`src/design/atb_pkg.sv`:
```
`timescale 1ns / 1ps

package atb_pkg;

  localparam int SLOTS  = 8;
  localparam int SLOT_W = (SLOTS > 1) ? $clog2(SLOTS) : 1;
  localparam int CNT_W  = $clog2(SLOTS + 1);

  localparam int CMD_W    = 8;
  localparam int CHAN_W   = 8;
  localparam int HANDLE_W = 16;
  localparam int RETRY_W  = 5;
  localparam int LIMIT_W  = 4;
  localparam int FREED_W  = 4;

  localparam logic [LIMIT_W-1:0] RETRY_LIMIT_RESET = 4'd10;
  localparam logic [RETRY_W-1:0] RETRY_MAX         = 5'd31;
  localparam logic [FREED_W-1:0] FREED_MAX         = 4'd15;

  typedef enum logic [1:0] {
    REQ_SEND = 2'd0,
    REQ_ACK  = 2'd1,
    REQ_TICK = 2'd2
  } req_t;

  typedef enum logic [1:0] {
    RES_FIRST = 2'd0,
    RES_RETX  = 2'd1,
    RES_ACK   = 2'd2,
    RES_EMPTY = 2'd3
  } res_kind_t;

  typedef struct packed {
    res_kind_t             kind;
    logic [CMD_W-1:0]      cmd;
    logic [CHAN_W-1:0]     chan;
    logic [HANDLE_W-1:0]   handle;
    logic                  stored;
    logic                  dropped;
    logic [FREED_W-1:0]    freed;
    logic                  last;
  } result_t;

  typedef struct packed {
    logic    vld;
    result_t res;
  } res_push_t;

endpackage

```
`src/design/atb_engine.sv`:
```
`timescale 1ns / 1ps

module atb_engine
  import atb_pkg::*;
(
  input  logic                clk,
  input  logic                rst,
  input  logic                in_valid,
  output logic                in_ready,
  input  logic [1:0]          in_req,
  input  logic [CMD_W-1:0]    in_cmd,
  input  logic [CHAN_W-1:0]   in_chan,
  input  logic [HANDLE_W-1:0] in_handle,
  input  logic [LIMIT_W-1:0]  retry_limit,
  input  logic                out_rdy,
  output res_push_t           push
);

  typedef enum logic [2:0] {
    ST_IDLE  = 3'b001,
    ST_WALK  = 3'b010,
    ST_FINAL = 3'b100
  } state_t;

  typedef struct packed {
    logic [CMD_W-1:0]    cmd;
    logic [CHAN_W-1:0]   chan;
    logic [HANDLE_W-1:0] handle;
    logic [RETRY_W-1:0]  retries;
  } entry_t;

  state_t              state;
  logic [SLOTS-1:0]    valid;
  logic [1:0]          req;
  logic [CMD_W-1:0]    cmd_r;
  logic [CHAN_W-1:0]   chan_r;
  logic [HANDLE_W-1:0] handle_r;
  logic [FREED_W-1:0]  freed;
  logic [SLOT_W-1:0]   last_idx;
  logic [CNT_W-1:0]    iss_cnt;
  logic                p_vld;
  logic [SLOT_W-1:0]   p_idx;

  entry_t mem [SLOTS];
  entry_t rd_data;

  logic [SLOT_W-1:0]  free_idx;
  logic [SLOT_W-1:0]  top_idx;
  logic               has_free;
  logic               iss_more;
  logic               p_live;
  logic               p_match;
  logic [RETRY_W-1:0] new_retries;
  logic               drop;
  logic               p_emit;
  logic               advance;
  logic               rd_en;
  logic               walk_end;
  logic               wr_en;
  logic [SLOT_W-1:0]  wr_idx;
  entry_t             wr_data;

  assign in_ready = (state == ST_IDLE);
  assign has_free = ~&valid;

  always_comb begin
    free_idx = '0;
    for (int i = SLOTS - 1; i >= 0; i--) begin
      if (!valid[i]) free_idx = SLOT_W'(i);
    end
  end

  // Highest pending slot at the tick marks which resend carries the last flag.
  always_comb begin
    top_idx = '0;
    for (int i = 0; i < SLOTS; i++) begin
      if (valid[i]) top_idx = SLOT_W'(i);
    end
  end

  assign iss_more    = (iss_cnt < CNT_W'(SLOTS));
  assign p_live      = p_vld && valid[p_idx];
  assign p_match     = (rd_data.cmd == cmd_r) && (rd_data.chan == chan_r);
  assign new_retries = (rd_data.retries == RETRY_MAX) ? RETRY_MAX :
                       rd_data.retries + RETRY_W'(1);
  assign drop        = new_retries > {1'b0, retry_limit};
  assign p_emit      = p_live && (req == REQ_TICK);
  assign advance     = !p_emit || out_rdy;
  assign rd_en       = (state == ST_WALK) && iss_more && advance;
  assign walk_end    = !iss_more && (!p_vld || advance);

  always_comb begin
    push = '0;
    if (state == ST_FINAL) begin
      push.vld = out_rdy;
      push.res.last = 1'b1;
      case (req)
        REQ_SEND: begin
          push.res.kind   = RES_FIRST;
          push.res.cmd    = cmd_r;
          push.res.chan   = chan_r;
          push.res.handle = handle_r;
          push.res.stored = has_free;
        end
        REQ_ACK: begin
          push.res.kind  = RES_ACK;
          push.res.cmd   = cmd_r;
          push.res.chan  = chan_r;
          push.res.freed = freed;
        end
        default: begin
          push.res.kind = RES_EMPTY;
        end
      endcase
    end else if (state == ST_WALK) begin
      push.vld = p_emit && out_rdy;
      push.res.kind    = RES_RETX;
      push.res.cmd     = rd_data.cmd;
      push.res.chan    = rd_data.chan;
      push.res.handle  = rd_data.handle;
      push.res.dropped = drop;
      push.res.last    = (p_idx == last_idx);
    end
  end

  // Reads run one slot ahead of the write-back, so the two never meet.
  always_comb begin
    wr_en   = 1'b0;
    wr_idx  = p_idx;
    wr_data = '{cmd: rd_data.cmd, chan: rd_data.chan, handle: rd_data.handle,
                retries: new_retries};
    if (state == ST_FINAL && req == REQ_SEND) begin
      wr_en   = out_rdy && has_free;
      wr_idx  = free_idx;
      wr_data = '{cmd: cmd_r, chan: chan_r, handle: handle_r, retries: '0};
    end else if (state == ST_WALK) begin
      wr_en = p_emit && out_rdy && !drop;
    end
  end

  always_ff @(posedge clk) begin
    if (wr_en) begin
      mem[wr_idx] <= wr_data;
    end
    if (rd_en) begin
      rd_data <= mem[iss_cnt[SLOT_W-1:0]];
    end
  end

  always_ff @(posedge clk) begin
    if (in_valid && in_ready) begin
      req      <= in_req;
      cmd_r    <= in_cmd;
      chan_r   <= in_chan;
      handle_r <= in_handle;
      freed    <= '0;
      last_idx <= top_idx;
    end else if (state == ST_WALK && p_live && req == REQ_ACK && p_match) begin
      if (freed != FREED_MAX) freed <= freed + FREED_W'(1);
    end
  end

  always_ff @(posedge clk) begin
    if (rst) begin
      state   <= ST_IDLE;
      valid   <= '0;
      iss_cnt <= '0;
      p_vld   <= 1'b0;
      p_idx   <= '0;
    end else begin
      case (state)
        ST_IDLE: begin
          iss_cnt <= '0;
          p_vld   <= 1'b0;
          if (in_valid) begin
            case (in_req)
              REQ_SEND: state <= ST_FINAL;
              REQ_ACK:  state <= ST_WALK;
              REQ_TICK: state <= (valid == '0) ? ST_FINAL : ST_WALK;
              default:  state <= ST_IDLE;
            endcase
          end
        end
        ST_WALK: begin
          if (advance) begin
            p_vld <= rd_en;
            p_idx <= iss_cnt[SLOT_W-1:0];
            if (rd_en) iss_cnt <= iss_cnt + CNT_W'(1);
            if (p_live) begin
              if ((req == REQ_ACK && p_match) || (req == REQ_TICK && drop)) begin
                valid[p_idx] <= 1'b0;
              end
            end
          end
          if (walk_end) begin
            state <= (req == REQ_ACK) ? ST_FINAL : ST_IDLE;
          end
        end
        ST_FINAL: begin
          if (out_rdy) begin
            if (req == REQ_SEND && has_free) valid[free_idx] <= 1'b1;
            state <= ST_IDLE;
          end
        end
        default: state <= ST_IDLE;
      endcase
    end
  end

`ifndef SYNTH
  a_pipe_in_walk: assert property (@(posedge clk) disable iff (rst)
    p_vld |-> state == ST_WALK)
    else $error("slot read pending outside of a table walk");

  a_send_claims_slot: assert property (@(posedge clk) disable iff (rst)
    (state == ST_FINAL && req == REQ_SEND && out_rdy && has_free)
      |=> $countones(valid) == $past($countones(valid)) + 1)
    else $error("stored send did not take exactly one slot");

  a_last_ends_item: assert property (@(posedge clk) disable iff (rst)
    (push.vld && push.res.last) |=> !push.vld)
    else $error("word pushed after the last word of an item");
`endif

endmodule

```
`src/design/atb_out_buf.sv`:
```
`timescale 1ns / 1ps

module atb_out_buf
  import atb_pkg::*;
(
  input  logic      clk,
  input  logic      rst,
  input  res_push_t push,
  output logic      out_rdy,
  output logic      out_valid,
  input  logic      out_ready,
  output result_t   out_res
);

  assign out_rdy = !out_valid || out_ready;

  always_ff @(posedge clk) begin
    if (rst) begin
      out_valid <= 1'b0;
    end else if (out_rdy) begin
      out_valid <= push.vld;
    end
  end

  always_ff @(posedge clk) begin
    if (out_rdy && push.vld) begin
      out_res <= push.res;
    end
  end

endmodule

```
`src/design/ack_retransmit_table.sv`:
```
`timescale 1ns / 1ps

// Channel   Dir  Content
// s_axis    in   tuser[1:0] req_type; tdata cmd_code, chan_no, frame_handle
// m_axis    out  tuser[1:0] result_kind; tdata result fields; tlast last
// cfg       in   cfg_wr_en, cfg_wr_data = retry_limit
//
// A send gives one word. An ack walks all SLOTS entries of the slot memory
// through its single read port. A tick walks the same way and gives one resend
// word per pending slot; a tick on an empty table gives one empty word.
// Reset clears the valid bits at once; no clearing pass is run. retry_limit
// resets to 10. A stalled output holds the walk; a new word is accepted while
// the output register still holds the previous result only if m_tready takes it.

module ack_retransmit_table
  import atb_pkg::*;
(
  input  logic                clk,
  input  logic                rst,
  input  logic                s_tvalid,
  output logic                s_tready,
  input  logic [31:0]         s_tdata,   // cmd_code[7:0], chan_no[15:8], frame_handle[31:16]
  input  logic [1:0]          s_tuser,   // req_type[1:0]
  output logic                m_tvalid,
  input  logic                m_tready,
  output logic [39:0]         m_tdata,   // out_cmd[7:0], out_chan[15:8], out_handle[31:16],
                                         // stored[32], dropped[33], freed_count[37:34]
  output logic [1:0]          m_tuser,   // result_kind[1:0]
  output logic                m_tlast,
  input  logic                cfg_wr_en,
  input  logic [LIMIT_W-1:0]  cfg_wr_data
);

  logic [LIMIT_W-1:0] retry_limit;
  logic               out_rdy;
  res_push_t          push;
  result_t            out_res;

  always_ff @(posedge clk) begin
    if (rst) begin
      retry_limit <= RETRY_LIMIT_RESET;
    end else if (cfg_wr_en) begin
      retry_limit <= cfg_wr_data;
    end
  end

  atb_engine u_engine (
    .clk         (clk),
    .rst         (rst),
    .in_valid    (s_tvalid),
    .in_ready    (s_tready),
    .in_req      (s_tuser),
    .in_cmd      (s_tdata[7:0]),
    .in_chan     (s_tdata[15:8]),
    .in_handle   (s_tdata[31:16]),
    .retry_limit (retry_limit),
    .out_rdy     (out_rdy),
    .push        (push)
  );

  atb_out_buf u_out_buf (
    .clk       (clk),
    .rst       (rst),
    .push      (push),
    .out_rdy   (out_rdy),
    .out_valid (m_tvalid),
    .out_ready (m_tready),
    .out_res   (out_res)
  );

  assign m_tdata = {2'b00, out_res.freed, out_res.dropped, out_res.stored,
                    out_res.handle, out_res.chan, out_res.cmd};
  assign m_tuser = out_res.kind;
  assign m_tlast = out_res.last;

endmodule

```
`config.mk`:
```
export PLATFORM = sky130hd
export DESIGN_NAME = ack_retransmit_table
export DESIGN_NICKNAME = d
export VERILOG_FILES = /design/src/design/atb_pkg.sv /design/src/design/atb_engine.sv /design/src/design/atb_out_buf.sv /design/src/design/ack_retransmit_table.sv
export SDC_FILE = /design/constraint.sdc
export NUM_CORES = 1
export LEC_CHECK = 0
export BUFFER_PORTS_ARGS = -buffer_cell sky130_fd_sc_hd__buf_2
export CAP_MARGIN = 25
export CORE_MARGIN = 2
export CORE_UTILIZATION = 27
export CTS_BUF_LIST = sky130_fd_sc_hd__clkbuf_4 sky130_fd_sc_hd__clkbuf_8
export DETAILED_ROUTE_END_ITERATION = 10
export PLACE_DENSITY = 0.47
export SYNTH_ARGS = -nofsm -noshare
export SYNTH_HDL_FRONTEND = slang
export SYNTH_SLANG_ARGS = --single-unit
```
`constraint.sdc`:
```
create_clock -name clk -period 8.45 [get_ports clk]
set_input_delay 0.845 -clock clk [delete_from_list [all_inputs] [get_ports clk]]
set_output_delay 0.845 -clock clk [all_outputs]
set_load 0.005 [all_outputs]
```
==> results.py, run 1 <==
metrics = {
    "worst_setup_path": {
        "cp.required_ns": 8.72,
        "crit_path_start_kind": "flip-flop",
        "timing.critical_path.fanout_max": 27,
        "critical_path.endpoint_type": "flip-flop",
        "critPathArrivalTime_ns": 3.92,
        "path_class": "reg2reg",
    },
    "route": {
        "detail_route.iter0.violations": 607,
        "postRouteWirelength_mm": 39.8,
        "avgRoutedWirePerCell_microns": 19.7,
        "drtAntennaViolNets": 0,
        "drcViolationCount": 0,
        "detail_route.vias_per_cell": 4.50,
        "drt-pass1-iter-count": 5,
        "vias": 9094,
    },
    "placed_design": {
        "weighted_congestion_reported_at_the_end_of_routability_driven_placement": 0.776,
        "preCtsSetupSlack_ns": 4.19,
        "detailedPlacementHpwl_mm": 22.2,
        "port_buffers": 85,
    },
    "timing": {
        "final_critical_path_required_period_ns": 3.64,
        "maxSlewHeadroom": 0.340,
        "final-max-slew-violation-count": 0,
        "worstMarginPinSlew_ns": 0.990,
        "timing.final.crit_share": 0.431,
        "fmax_ghz": 0.274,
        "clock-skew-final_ns": 0.0359,
        "report.final.setup_viol": 0,
        "timing.final.hold_violations": 0,
        "final.setup.worst_slack_ns": 4.81,
        "grt_setup_unrepaired": "false",
        "summed_negative_setup_slack_over_all_endpoints_ns": 0,
    },
    "floorplanning": {
        "floorplan.initialDensity": 0.272,
        "fp.dieArea_sq_um": 66600,
        "chip_width_microns": 258,
        "ios": 88,
        "core_area_sq_um": 64100,
        "chipHeight_microns": 258,
        "fp-row-count": 93,
    },
    "layout": {
        "regArea_sq_um": 12900,
        "multi_input_area_sq_um": 4320,
        "insertedDiodeCount": 0,
        "fillers": 6244,
        "drive_gt1_frac": 0.311,
        "area.growth.synth_to_final_pct": 17.2,
        "layout_nets": 1162,
    },
    "power": {
        "p_int_uw": 3480,
        "proportion_of_total_power_due_to_net_switching": 0.216,
        "comb_power_share": 0.024,
        "share_seq_of_total_power": 0.543,
        "clock_power_share": 0.433,
        "irDropWorstVdd_v": 0.0000871,
        "leakagePower_uw": 0.00662,
        "netSwitchingPower_uw": 962,
        "p_per_area_nw_per_um2": 218,
    },
    "logic_synthesis": {
        "post-synth-top-area-fraction": 0.709,
        "synth_area_sq_um": 17400,
        "seq_area_frac_synth": 0.741,
        "synth_top_flop_cell": "sky130_fd_sc_hd__edfxtp_1",
        "post_synth.cell_area_avg_sq_um": 17.8,
        "asyncSetResetFlopFracSynth": 0,
        "synth-edff-count": 411,
        "post-synth-top-area-cell": "sky130_fd_sc_hd__edfxtp_1",
        "synth_area_leaders": "sky130_fd_sc_hd__edfxtp_1, sky130_fd_sc_hd__mux4_2, sky130_fd_sc_hd__dfxtp_1",
        "yosysWarningCount": 0,
        "synth_seq_cells": 439,
        "syn-instance-count": 979,
        "ys_types": 59,
    },
    "global_routing": {
        "grt_pass1_vias": 9581,
        "grt_max_degree": 63,
        "global_route_wire_length_before_repair_mm": 60.3,
        "grt_antenna_before_repair": 0,
        "track_usage": 0.120,
        "grt-ovfl-total": 0,
    },
    "clocking": {
        "clkLatencyLatePin_ns": 0.65,
        "clock_tree.root_cell": "sky130_fd_sc_hd__clkbuf_8",
        "clock_transition_time_at_the_flip_flop_clock_pins_of_the_worst_setup_and_hold_paths_ns": 0.05,
        "number_of_gates_given_a_new_drive_strength_after_cts": 0,
        "holdBufCountCts": 0,
        "clock_sinks": 439,
        "post-cts-setup-buffers": 0,
        "htree_levels": 3,
        "cts_tree": "yes",
        "cts_buffer_depth": 3,
        "cts_inserted_buffers": 79,
    },
    "run_status": {
        "run_status": "completed",
    },
    "min_path": {
        "hold_path_class": "in2reg",
    },
    "run": {
        "drv.max_cap_violation_count": 0,
    },
}
-- power by group through the flow --
stage / Clock (uW) / Combinational [uW] / Sequential [uW]
floorplan: 0 / 60.7 / 2450
global placement: 0 / 109 / 2460
detailed placement: 0 / 110 / 2460
CTS: 1990 / 110 / 2420
global route: 2090 / 119 / 2420
finish: 1920 / 106 / 2410
-- worst max-delay path: stages (launching register included) --
cell,delay [ns]
sky130_fd_sc_hd__edfxtp_1,0.41
sky130_fd_sc_hd__ha_1,0.27
sky130_fd_sc_hd__nand4_1,0.21
sky130_fd_sc_hd__nand2b_1,0.11
sky130_fd_sc_hd__ha_1,0.29
sky130_fd_sc_hd__nor2b_1,0.13
sky130_fd_sc_hd__o21ai_0,0.14
sky130_fd_sc_hd__a21oi_1,0.13
sky130_fd_sc_hd__nor4b_1,0.36
sky130_fd_sc_hd__o211ai_1,0.33
sky130_fd_sc_hd__nor3_2,0.23
sky130_fd_sc_hd__buf_6,0.20
sky130_fd_sc_hd__buf_4,0.42
-- layout by cell type, fill, tap and decap left out, drive strengths merged, types with 5 or more instances in the layout --
cell type | Yosys | routed
nor2 | 42 | 42
mux2 | 41 | 41
a22o | 32 | 32
mux2i | 7 | 7
and2 | 5 | 5
inv | 10 | 12
and3 | 9 | 9
buf | 16 | 104
clkbuf | 37 | 105
nand3 | 9 | 9
nand4 | 8 | 8
edfxtp | 411 | 411
a21oi | 17 | 17
mux4 | 75 | 75
nand2 | 123 | 123
dfxtp | 28 | 28
nor3 | 12 | 12
ha | 7 | 7
clkinv | 0 | 27
o21ai | 10 | 10
xor2 | 21 | 21
-- per-stage QoR --
step | total power, uW | utilization | cell area, sq um | cells | hold slack, ns
finish | 4450 | 0.318 | 20400 | 2023 | 0.376
global route | 4630 | 0.318 | 20400 | 2023 | 0.325
CTS | 4520 | 0.318 | 20400 | 2022 | 0.312
detailed placement | 2570 | 0.295 | 18900 | 1885 | 0.488
global placement | 2570 | 0.295 | 18900 | 1885 | 0.490
floorplan | 2510 | - | 17400 | 980 | 0.460
-- worst paths after layout --
path                       startpoint  slack, ns                  to  cells after the start
hold reg to reg        retry_limit[2]       0.50      retry_limit[2]                      2
hold / removal             s_tdata[4]       0.38   u_engine.cmd_r[4]                      1
setup reg to reg  u_engine.rd_data[0]       4.81  u_engine.mem[4][7]                     12
setup / recovery  u_engine.rd_data[0]       4.81  u_engine.mem[4][7]                     12
-- synth_stat cells, types with 4 or more instances --
library cell               count
sky130_fd_sc_hd__nor2b_1       4
sky130_fd_sc_hd__mux4_2       75
sky130_fd_sc_hd__a22o_1       32
sky130_fd_sc_hd__xor2_1       21
sky130_fd_sc_hd__nor2_1       42
sky130_fd_sc_hd__o211ai_1      4
sky130_fd_sc_hd__a21o_1        4
sky130_fd_sc_hd__edfxtp_1    411
sky130_fd_sc_hd__o21ai_0       8
sky130_fd_sc_hd__xnor2_1       4
sky130_fd_sc_hd__ha_1          7
sky130_fd_sc_hd__buf_2        11
sky130_fd_sc_hd__clkbuf_1     36
sky130_fd_sc_hd__nor3_1       11
sky130_fd_sc_hd__and3_1        9
sky130_fd_sc_hd__nand2b_1      4
sky130_fd_sc_hd__dfxtp_1      28
sky130_fd_sc_hd__nand4_1       8
sky130_fd_sc_hd__nand3_1       9
sky130_fd_sc_hd__nor4_1        4
sky130_fd_sc_hd__and2_1        5
sky130_fd_sc_hd__inv_1        10
sky130_fd_sc_hd__nor4b_1       4
sky130_fd_sc_hd__mux2_2       37
sky130_fd_sc_hd__nand2_1     122
sky130_fd_sc_hd__mux2i_1       7
sky130_fd_sc_hd__a21oi_1      17
-- kinds of logic (layout without fill, tap and decap cells) --
group                    count (synthesis)  after routing  synth area share
buffers and inverters                   63            251            0.0153
AND/OR/NAND/NOR                        235            235            0.0618
adder cells (fa/ha/maj)                  7              7           0.00503
AO/OA/AOI/OAI                           86             86            0.0366
multiplexers                           123            123             0.128
flip-flops                             439            439             0.741
XOR/XNOR                                25             25            0.0126
other                                    1              2          0.000215
-- state kept, by name, indices dropped and copies added, names as in the netlist --
| name | count |
|---|---|
| u_engine.mem | 296 |
| u_engine.handle_r | 16 |
| u_engine.p_idx | 3 |
| u_engine.req | 2 |
| u_out_buf.out_res | 41 |
| retry_limit | 4 |
| u_engine.freed | 4 |
| u_engine.chan_r | 8 |
| u_engine.p_vld | 1 |
| u_engine.valid | 8 |
| u_out_buf.out_valid | 1 |
| u_engine.cmd_r | 8 |
| u_engine.rd_data | 37 |
| u_engine.iss_cnt | 4 |
| u_engine.state | 3 |
| u_engine.last_idx | 3 |
-- area by class of cell --
type	instances	area share
clock inverters	32	0.00993
clock buffers	105	0.0634
inverters	10	0.00184
repair buffers	104	0.0280
flip-flops and latches	439	0.633
well taps	855	0.0524
multi-input cells	478	0.212
-- layer usage --
metal	share of wire	track usage	up-vias
met2	0.48	0.194	213
met3	0.047	0.0310	67
met4	0.020	0.0355	0
met5	0	0	-
li1	-	-	4123
met1	0.46	0.160	4691
(Power assumes the default switching activity.)
==> run 2, diff against run 1 <==
- clock period: 8.45 -> 3.6 ns (I/O delays scaled with it)
==> run 2 against run 1 <==
Clock-buffer cell count is 13 higher. First-iteration DRC count down 13%. Via count rose by 0.92%. Design area grew 3.7%. Total power up 140%. Critical path depth stayed put. Clock power increased by 140%. Sequential cell count unchanged. Global-route usage rose by 0.19 points. Critical path type unchanged. Clock skew about the same. Core utilization is 1.2 points higher. Final cell count up 3.0%.
==> results.py, run 2 (synthesized netlist as in run 1, its figures left out) <==
metrics = {
    "run_status": {
        "run_status": "completed",
    },
    "route": {
        "avgRoutedWirePerCell_microns": 19.2,
        "postRouteWirelength_mm": 40.1,
        "drt-pass1-iter-count": 5,
        "vias": 9178,
        "detail_route.vias_per_cell": 4.40,
        "detail_route.iter0.violations": 528,
        "drtAntennaViolNets": 0,
        "drcViolationCount": 0,
    },
    "min_path": {
        "hold_path_class": "in2reg",
    },
    "floorplanning": {
        "chipHeight_microns": 258,
        "core_area_sq_um": 64100,
        "chip_width_microns": 258,
        "fp.dieArea_sq_um": 66600,
        "fp-row-count": 93,
        "ios": 88,
        "floorplan.initialDensity": 0.272,
    },
    "placed_design": {
        "weighted_congestion_reported_at_the_end_of_routability_driven_placement": 0.769,
        "placedInstanceArea_sq_um": 19200,
        "preCtsSetupSlack_ns": 0.263,
        "port_buffers": 85,
        "detailedPlacementHpwl_mm": 24.1,
    },
    "global_routing": {
        "grt_max_degree": 44,
        "grt-ovfl-total": 0,
        "global_route_wire_length_before_repair_mm": 60.9,
        "track_usage": 0.122,
        "grt_antenna_before_repair": 0,
        "grt_pass1_vias": 9702,
    },
    "timing": {
        "final.setup.worst_slack_ns": 0.399,
        "fmax_ghz": 0.312,
        "final-max-slew-violation-count": 0,
        "worstMarginPinSlew_ns": 0.779,
        "report.final.setup_viol": 0,
        "timing.final.crit_share": 0.889,
        "timing.final.hold_violations": 0,
        "clock-skew-final_ns": 0.0356,
        "maxSlewHeadroom": 0.477,
        "grt_setup_unrepaired": "false",
        "final_critical_path_required_period_ns": 3.20,
        "summed_negative_setup_slack_over_all_endpoints_ns": 0,
    },
    "power": {
        "clock_power_share": 0.432,
        "proportion_of_total_power_due_to_net_switching": 0.212,
        "leakagePower_uw": 0.00691,
        "p_int_uw": 8270,
        "share_seq_of_total_power": 0.540,
        "irDropWorstVdd_v": 0.000209,
        "p_per_area_nw_per_um2": 496,
        "comb_power_share": 0.028,
        "netSwitchingPower_uw": 2230,
    },
    "worst_setup_path": {
        "timing.critical_path.slowest_stage_cell": "sky130_fd_sc_hd__edfxtp_1",
        "critical_path.endpoint_type": "flip-flop",
        "critPathArrivalTime_ns": 3.49,
        "critical-path-top-cell-by-count": "sky130_fd_sc_hd__ha_1",
        "crit_path_start_kind": "flip-flop",
        "cp.required_ns": 3.88,
        "timing.critical_path.fanout_max": 37,
        "cp_cell_sequence": "ha_1 > nand4_1 > nand2b_1 > ha_1 > nor2b_1 > o21ai_0 > a21oi_1 > nor4b_1 > o211ai_1 > buf_4 > nor3_4 > buf_12",
        "crit_path_max_incr_delay_ns": 0.41,
        "path_class": "reg2reg",
    },
    "layout": {
        "area.growth.synth_to_final_pct": 21.5,
        "largest_register_ffs": 296,
        "most_common_cell_after_layout_fill_and_taps_aside": "sky130_fd_sc_hd__edfxtp_1",
        "multi_input_area_sq_um": 4350,
        "layout_nets": 1218,
        "layout.cells.most_common_list": "sky130_fd_sc_hd__edfxtp_1, sky130_fd_sc_hd__nand2_1, sky130_fd_sc_hd__buf_2",
        "reg.largest.list": "u_engine.mem x296, u_out_buf.out_res x41, u_engine.rd_data x37",
        "fillers": 6208,
        "top_register": "u_engine.mem",
        "regArea_sq_um": 12900,
        "finalInstanceArea_sq_um": 21200,
        "drive_gt1_frac": 0.314,
    },
    "clocking": {
        "htree_levels": 3,
        "clock_tree.root_cell": "sky130_fd_sc_hd__clkbuf_8",
        "cts_buffer_depth": 3,
        "cts_inserted_buffers": 77,
        "number_of_gates_given_a_new_drive_strength_after_cts": 0,
        "clkLatencyLatePin_ns": 0.63,
        "cts_tree": "yes",
        "clock_sinks": 439,
        "clock_transition_time_at_the_flip_flop_clock_pins_of_the_worst_setup_and_hold_paths_ns": 0.06,
    },
    "run": {
        "drv.max_cap_violation_count": 0,
    },
}
==> run 2: changes by cell type in the layout (fill, tap and decap cells not counted), moves of 3 or more <==
cell                            change
sky130_fd_sc_hd__buf_12            +11
sky130_fd_sc_hd__clkinv_2           -7
sky130_fd_sc_hd__clkinv_1           -3
sky130_fd_sc_hd__nor3_2             -4
sky130_fd_sc_hd__nor3_4             +4
sky130_fd_sc_hd__buf_4              +4
sky130_fd_sc_hd__clkbuf_4          +13
sky130_fd_sc_hd__dlygate4sd3_1     +42
==> run 2: final timing paths <==
check	depth (start not counted)	from	end	slack, ns
min	3	cfg_wr_en	retry_limit[2]	0.07
max	12	u_engine.rd_data[0]	u_engine.mem[2][17]	0.40
min reg2reg	2	retry_limit[2]	retry_limit[2]	0.49
max reg2reg	12	u_engine.rd_data[0]	u_engine.mem[2][17]	0.40
==> run 2: critical path: cells and delay by family, from the launching register on <==
| family | cells | cell delay [ns] |
|---|---|---|
| AOI/OAI and AO/OA | 3 | 0.44 |
| adders and majority gates | 2 | 0.56 |
| buffers and inverters | 2 | 0.47 |
| DFF | 1 | 0.41 |
| and+or+nand+nor | 5 | 0.97 |
==> run 2: timing repair <==
item,4_1_cts,5_1_grt
hold buffers,42,0
setup endpoints to repair,0,294
hold endpoints to repair,38,0
setup buffers,0,2
==> run 2: power groups by stage <==
stage | logic (uW) | registers (uW) | clock network [uW]
global placement | 259 | 5770 | 0
CTS | 301 | 5670 | 4710
floorplan | 142 | 5750 | 0
global route | 327 | 5670 | 4940
detailed placement | 264 | 5770 | 0
finish | 293 | 5670 | 4540
==> run 2: routing by layer <==
metal | up-vias | global-route usage | part of all wire
met1 | 4664 | 0.165 | 0.46
li1 | 4242 | - | -
met5 | - | 0 | 0
met4 | 0 | 0.0387 | 0.020
met3 | 71 | 0.0289 | 0.046
met2 | 201 | 0.195 | 0.47
==> run 2: final cells by class <==
type	instances	area share
Timing Repair Buffer	162	0.0600
Tap cell	855	0.0505
Multi-Input combinational cell	478	0.206
Antenna cell	1	0.000118
Clock buffer	118	0.0658
Clock inverter	21	0.00609
Sequential cell	439	0.610
Inverter	10	0.00177
==> run 2: metrics by stage <==
step / utilization / instances / power (uW) / hold WS, ns
3_5_place_dp: 0.300 / 1900 / 6040 / 0.486
5_1_grt: 0.330 / 2083 / 10900 / 0.0348
4_1_cts: 0.330 / 2081 / 10700 / 0.00661
6_report: 0.330 / 2084 / 10500 / 0.0672
3_3_place_gp: 0.299 / 1898 / 6030 / 0.484
2_1_floorplan: - / 980 / 5900 / 0.459
